`config.mk`:
```
export PLATFORM = sky130hd
export DESIGN_NAME = gcd_isqrt
export DESIGN_NICKNAME = d
export VERILOG_FILES = /design/src/gcd_pkg.sv /design/src/gcd_isqrt.sv
export SDC_FILE = /design/constraint.sdc
export NUM_CORES = 2
export LEC_CHECK = 0
export BUFFER_PORTS_ARGS = -buffer_cell sky130_fd_sc_hd__buf_2
export CAP_MARGIN = 20
export CORE_UTILIZATION = 45
export CTS_BUF_LIST = sky130_fd_sc_hd__clkbuf_4 sky130_fd_sc_hd__clkbuf_8
export CTS_CLUSTER_SIZE = 10
export DETAILED_ROUTE_END_ITERATION = 7
export GPL_TIMING_DRIVEN = 1
export HOLD_SLACK_MARGIN = 0.02
export PLACE_DENSITY = 0.62
export SKIP_CTS_REPAIR_TIMING = 1
export SLEW_MARGIN = 20
export SYNTH_ARGS = -nofsm -noshare
export SYNTH_HDL_FRONTEND = slang
export SYNTH_SLANG_ARGS = --single-unit
```
`constraint.sdc`:
```
create_clock -name aclk -period 7.5 [get_ports aclk]
set_input_delay 1.875 -clock aclk [delete_from_list [all_inputs] [get_ports aclk]]
set_output_delay 1.875 -clock aclk [all_outputs]
set_load 0.01 [all_outputs]
```
`src/gcd_pkg.sv`:
```
// ----------------------------------------------------------------------------
// gcd_pkg: shared constants and tables for the great-circle distance block
// Fixed-point constants (Q30 angles), coordinate limits and the CORDIC
// arctangent table used by both CORDIC pipelines.
// ----------------------------------------------------------------------------
`default_nettype none

package gcd_pkg;

    // Default number of CORDIC micro-rotations in both CORDIC pipelines.
    localparam int GCD_ITER_DEF = 24;

    // Coordinate limits in 2^-16 degree.
    localparam logic signed [25:0] LAT_MAX = 26'sd5898240;
    localparam logic signed [25:0] LON_MAX = 26'sd11796480;

    // Degrees (2^-16) to radians, scaled by 2^40, split for two partial products.
    localparam logic [34:0] RADQ40 = 35'd19190098069;
    localparam logic [16:0] RAD_LO = RADQ40[16:0];
    localparam logic [17:0] RAD_HI = RADQ40[34:17];

    // Angle constants in Q30 radians.
    localparam logic signed [33:0] PI_Q30     = 34'sd3373259426;
    localparam logic signed [33:0] HALFPI_Q30 = 34'sd1686629713;

    // Unit and CORDIC start value (reciprocal of the CORDIC gain) in Q30.
    localparam logic [30:0] ONE_Q30 = 31'd1073741824;
    localparam logic signed [32:0] INV_GAIN_Q30 = 33'sd652032874;

    // Sphere diameter in meters and the largest distance reported.
    localparam logic [23:0] DIAM_M   = 24'd12742000;
    localparam logic [24:0] DIST_MAX = 25'd20015087;

    // Square root input width (h << 30) and its digit count.
    localparam int SQRT_IN_W  = 61;
    localparam int SQRT_STEPS = (SQRT_IN_W + 1) / 2;

    // Arctangent of 2^-i in Q30 radians.
    function automatic logic [31:0] atan_q30(input logic [4:0] idx);
        logic [31:0] a;
        case (idx)
            5'd0:  a = 32'd843314857;
            5'd1:  a = 32'd497837829;
            5'd2:  a = 32'd263043837;
            5'd3:  a = 32'd133525159;
            5'd4:  a = 32'd67021687;
            5'd5:  a = 32'd33543516;
            5'd6:  a = 32'd16775851;
            5'd7:  a = 32'd8388437;
            5'd8:  a = 32'd4194283;
            5'd9:  a = 32'd2097149;
            5'd10: a = 32'd1048576;
            5'd11: a = 32'd524288;
            5'd12: a = 32'd262144;
            5'd13: a = 32'd131072;
            5'd14: a = 32'd65536;
            5'd15: a = 32'd32768;
            5'd16: a = 32'd16384;
            5'd17: a = 32'd8192;
            5'd18: a = 32'd4096;
            5'd19: a = 32'd2048;
            5'd20: a = 32'd1024;
            5'd21: a = 32'd512;
            5'd22: a = 32'd256;
            5'd23: a = 32'd128;
            5'd24: a = 32'd64;
            5'd25: a = 32'd32;
            5'd26: a = 32'd16;
            5'd27: a = 32'd8;
            5'd28: a = 32'd4;
            5'd29: a = 32'd2;
            5'd30: a = 32'd1;
            default: a = 32'd0;
        endcase
        return a;
    endfunction

endpackage

`default_nettype wire

```
`src/gcd_isqrt.sv`:
```
// ----------------------------------------------------------------------------
// gcd_isqrt: pipelined integer square root
// Digit-by-digit floor square root, one result bit per register stage.
// ----------------------------------------------------------------------------
`default_nettype none

module gcd_isqrt
    import gcd_pkg::*;
(
    input  wire logic                 aclk,
    input  wire logic                 aresetn,
    input  wire logic                 en,
    input  wire logic                 in_valid,
    input  wire logic [SQRT_IN_W-1:0] in_v,
    output logic                      out_valid,
    output logic [SQRT_STEPS-1:0]     out_root
);

    localparam int W = SQRT_IN_W + 1;

    logic [W-1:0] rem_reg  [0:SQRT_STEPS-1];
    logic [W-1:0] root_reg [0:SQRT_STEPS-1];
    logic         v_reg    [0:SQRT_STEPS-1];

    for (genvar j = 0; j < SQRT_STEPS; j++) begin : g_step
        localparam logic [W-1:0] BIT = W'(1) << (2 * (SQRT_STEPS - 1 - j));
        logic [W-1:0] remi;
        logic [W-1:0] rooti;
        logic [W-1:0] trial;
        logic         vi;

        if (j == 0) begin : g_first
            assign remi  = W'(in_v);
            assign rooti = '0;
            assign vi    = in_valid;
        end else begin : g_next
            assign remi  = rem_reg[j-1];
            assign rooti = root_reg[j-1];
            assign vi    = v_reg[j-1];
        end

        assign trial = rooti + BIT;

        // Valid bit of this step.
        always_ff @(posedge aclk) begin
            if (!aresetn) begin
                v_reg[j] <= 1'b0;
            end else if (en) begin
                v_reg[j] <= vi;
            end
        end

        // Keep the trial bit when the remainder covers it.
        always_ff @(posedge aclk) begin
            if (en) begin
                if (remi >= trial) begin
                    rem_reg[j]  <= remi - trial;
                    root_reg[j] <= (rooti >> 1) + BIT;
                end else begin
                    rem_reg[j]  <= remi;
                    root_reg[j] <= rooti >> 1;
                end
            end
        end
    end

    assign out_valid = v_reg[SQRT_STEPS-1];
    assign out_root  = root_reg[SQRT_STEPS-1][SQRT_STEPS-1:0];

endmodule

`default_nettype wire

```
==> results.md <==
- Status: finished clean
- Crit path capture: rem_reg[1][679]
- #FFs+latches synth: 2387
- Vias in the first global route: 71500
- Clk buf depth: 4
- Gr usage total: 0.209
- Worst Path Required: 8.28 ns
- Post-DP HPWL: 204000 um
- Maximum clock frequency: 203 MHz
- Routed WL: 274000 um
- Clock sinks: 2387
- Core Util, Final: 0.501
- Drt initial violations: 6918
- Die area: 257000 um2
- Largest net degree at the start of global routing: 188
- Fin. Hold Viols: 0
- Nets: 10100
- Worst min-delay path class: flop to flop
- Clk_lat worst skew: 1.20 ns
- Crit-path max FO: 56
- Worst-Margin Slew: 1.16 ns
- Peak VDD IR: 0.197 mV
- Switch share: 0.297
- Worst-path clk slew: 0.07 ns
- Seq pwr share: 0.490
- Hold depth: 0
- Top cells by area, synth: edfxtp_1 (62%), ha_1 (5.7%), xnor2_1 (3.2%)
- Post-synth cell types: 100
- Final Max Tran Viols: 0
- P per Cell Area: 294 nW/um2
- Worst EP arrival: 5.70 ns
- Drc violations: 0
- First-pass GRT wire length: 418000 um
- Number of core rows: 185
- Antenna-violating nets left: 0
- RSZ-0062 raised after global routing: no
- Slew HR: 0.230
- Period minus WS final: 4.92 ns
- Type of the worst setup path: flop to flop
- Worst r2r src: root_reg[1][569]
- Asr flop ratio synth: 0
- Power Internal: 26.2 mW
- Crit. End Element: flop
- Core area: 254000 um2
- Avg Cell Area, Syn: 12.4 um2
- TNS Setup: 0 ns
- Setup Skew: 0.160 ns
- R2r setup slk: 2.58 ns
- Synth area leader: edfxtp_1
- Initial antenna violation count: 8
- Final period util: 0.656
- Crit path launch type: flop
- Via/cell ratio: 5.59
- CTS tree: built
- Yosys warns: 0
- Setup ws final: 2.58 ns
- Seq/Total Area, Yosys: 0.624
- Die Wd: 507 um
- Initial core utilization: 0.452
- Root buf cell: clkbuf_8
- R2R cell count: 13
- Final setup vio count: 0
- Lkg Pwr: 47.2 nW
- Layout cells sized above 1: 0.0930
- Synth-to-layout area growth: 10.7%
- I/O Pins: 97
- Fin Hold WS: 0.345 ns
- Dpl ws: 2.12 ns
- CTS H-tree depth: 5
- Post-synth top area share: 0.624
- Die H: 507 um
- Worst R2R End: rem_reg[1][679]
- Post-DR wirelength/cell: 20.8 um
- Ys flop type: edfxtp_1
- Clock power share: 0.310
- Via count: 73900
- GPL Wtd Cong: 0.952
- Mapped Nets: 9824
- Detailed Routing Iterations Pass 1: 6
- Number of synthesized flops with an enable pin: 2386
- Sw Pwr: 11.1 mW
- Post-synthesis instance total: 9236
- Hold path start: root_reg[1][713]
- Synth Cell Area: 115000 um2
- Worst setup path startpoint: root_reg[1][569]
- Max reg flops: 1860
- Number of buffers created by CTS: 402
- Max Cap Viol: 0
- Logic pwr share: 0.201
- Total grt overflow: 0
- IO buf count: 96
-- power groups by stage --
stage / combinational (mW) / clock [mW] / sequential (mW)
detailed placement: 7.37 / 0 / 18.6
global route: 8.33 / 12.4 / 18.4
CTS: 7.43 / 11.9 / 18.3
floorplan: 5.74 / 0 / 17.9
finish: 7.49 / 11.6 / 18.3
global placement: 7.25 / 0 / 18.6
-- cell families after synthesis --
family | Yosys count | share of synthesized area
and+or+nand+nor | 2829 | 0.128
DFF | 2387 | 0.624
AOI/OAI and AO/OA | 1728 | 0.0928
buffers and inverters | 884 | 0.0290
xor gates and xnor gates | 825 | 0.0629
adders and majority gates | 523 | 0.0570
muxes | 60 | 0.00579
-- layout make-up --
type / instances / area [um2]
Fill cell: 21900 / 127000
Sequential cell: 2387 / 71700
Multi-Input combinational cell: 5965 / 39900
Clock buffer: 504 / 6350
Tap cell: 3366 / 4210
Inverter: 652 / 2450
Clock inverter: 194 / 1510
Timing Repair Buffer: 149 / 990
Antenna cell: 5 / 12.5
-- critical path, cell delays in order, from the launching register on --
cell and delay, ns:
edfxtp_1 0.40, inv_1 0.06, ha_1 0.41, nand3_1 0.23
a21oi_1 0.24, o311a_1 0.21, o21ai_0 0.35, o21ai_0 0.73
o21ba_2 0.28, a211oi_4 0.06, buf_4 0.31, nor4_1 0.94
nand3_1 0.20, xnor2_1 0.19
-- synth_stat cells (all sizes together), types with 18 or more instances --
cell,instances
nor3,253
a21o,194
nor2,554
nor2b,84
xnor2,418
nor4b,60
nand3,158
o21bai,36
and3,58
or3,110
edfxtp,2386
a211oi,49
clkbuf,208
or2,47
mux2,51
o21a,102
nor3b,23
inv,652
or4,68
nand3b,26
nand4b,27
and2,28
a21oi,511
o211ai,42
a31oi,39
o21ai,511
nand4,134
nand2,684
ha,523
a221oi,18
a21boi,25
nand2b,118
xor2,407
nor4,348
o31ai,44
buf,24
-- worst min path at each step --
stage,endpoint
after floorplan,rem_reg[0][893]
after global placement,rem_reg[1][807]
after detailed placement,root_reg[0][782]
after CTS,root_reg[1][774]
after global routing,root_reg[1][774]
final,root_reg[1][774]
-- per-stage QoR --
step           total power, mW  area (um2)  instances
2_1_floorplan             23.6      115000       9236
3_3_place_gp              25.8      119000      12500
3_5_place_dp              25.9      119000      12500
4_1_cts                   37.6      127000      13200
5_1_grt                   39.2      127000      13200
6_report                  37.3      127000      13200
-- layer usage --
| layer | routed length [um] | global-route usage | up-vias |
|---|---|---|---|
| li1 | - | - | 35200 |
| met1 | 120000 | 0.288 | 35800 |
| met2 | 129000 | 0.338 | 2418 |
| met3 | 18400 | 0.0387 | 491 |
| met4 | 6540 | 0.0604 | 8 |
| met5 | 114 | 0.00204 | - |
-- cells in the final DEF, fill, tap and decap left out, types with 28 or more instances in the layout --
cell	n
o211ai_1	42
o21bai_1	36
clkbuf_8	410
clkinv_2	66
a21oi_1	510
o31ai_1	43
buf_2	95
or2_2	46
or3_1	107
and2_1	28
or4_1	67
xnor2_1	418
edfxtp_1	2386
xor2_1	407
o21ai_0	509
nor2b_1	84
a31oi_1	39
clkinv_1	90
nor2_1	552
nand4_1	133
buf_4	44
nor4_1	342
clkbuf_4	94
inv_1	651
a21o_1	194
mux2_2	50
and3_1	58
nor4b_1	57
nand2_1	684
nand3_1	157
nor3_1	248
nand2b_1	117
o21a_1	102
a211oi_1	47
ha_1	523
Power figures use the tool's default switching activity.
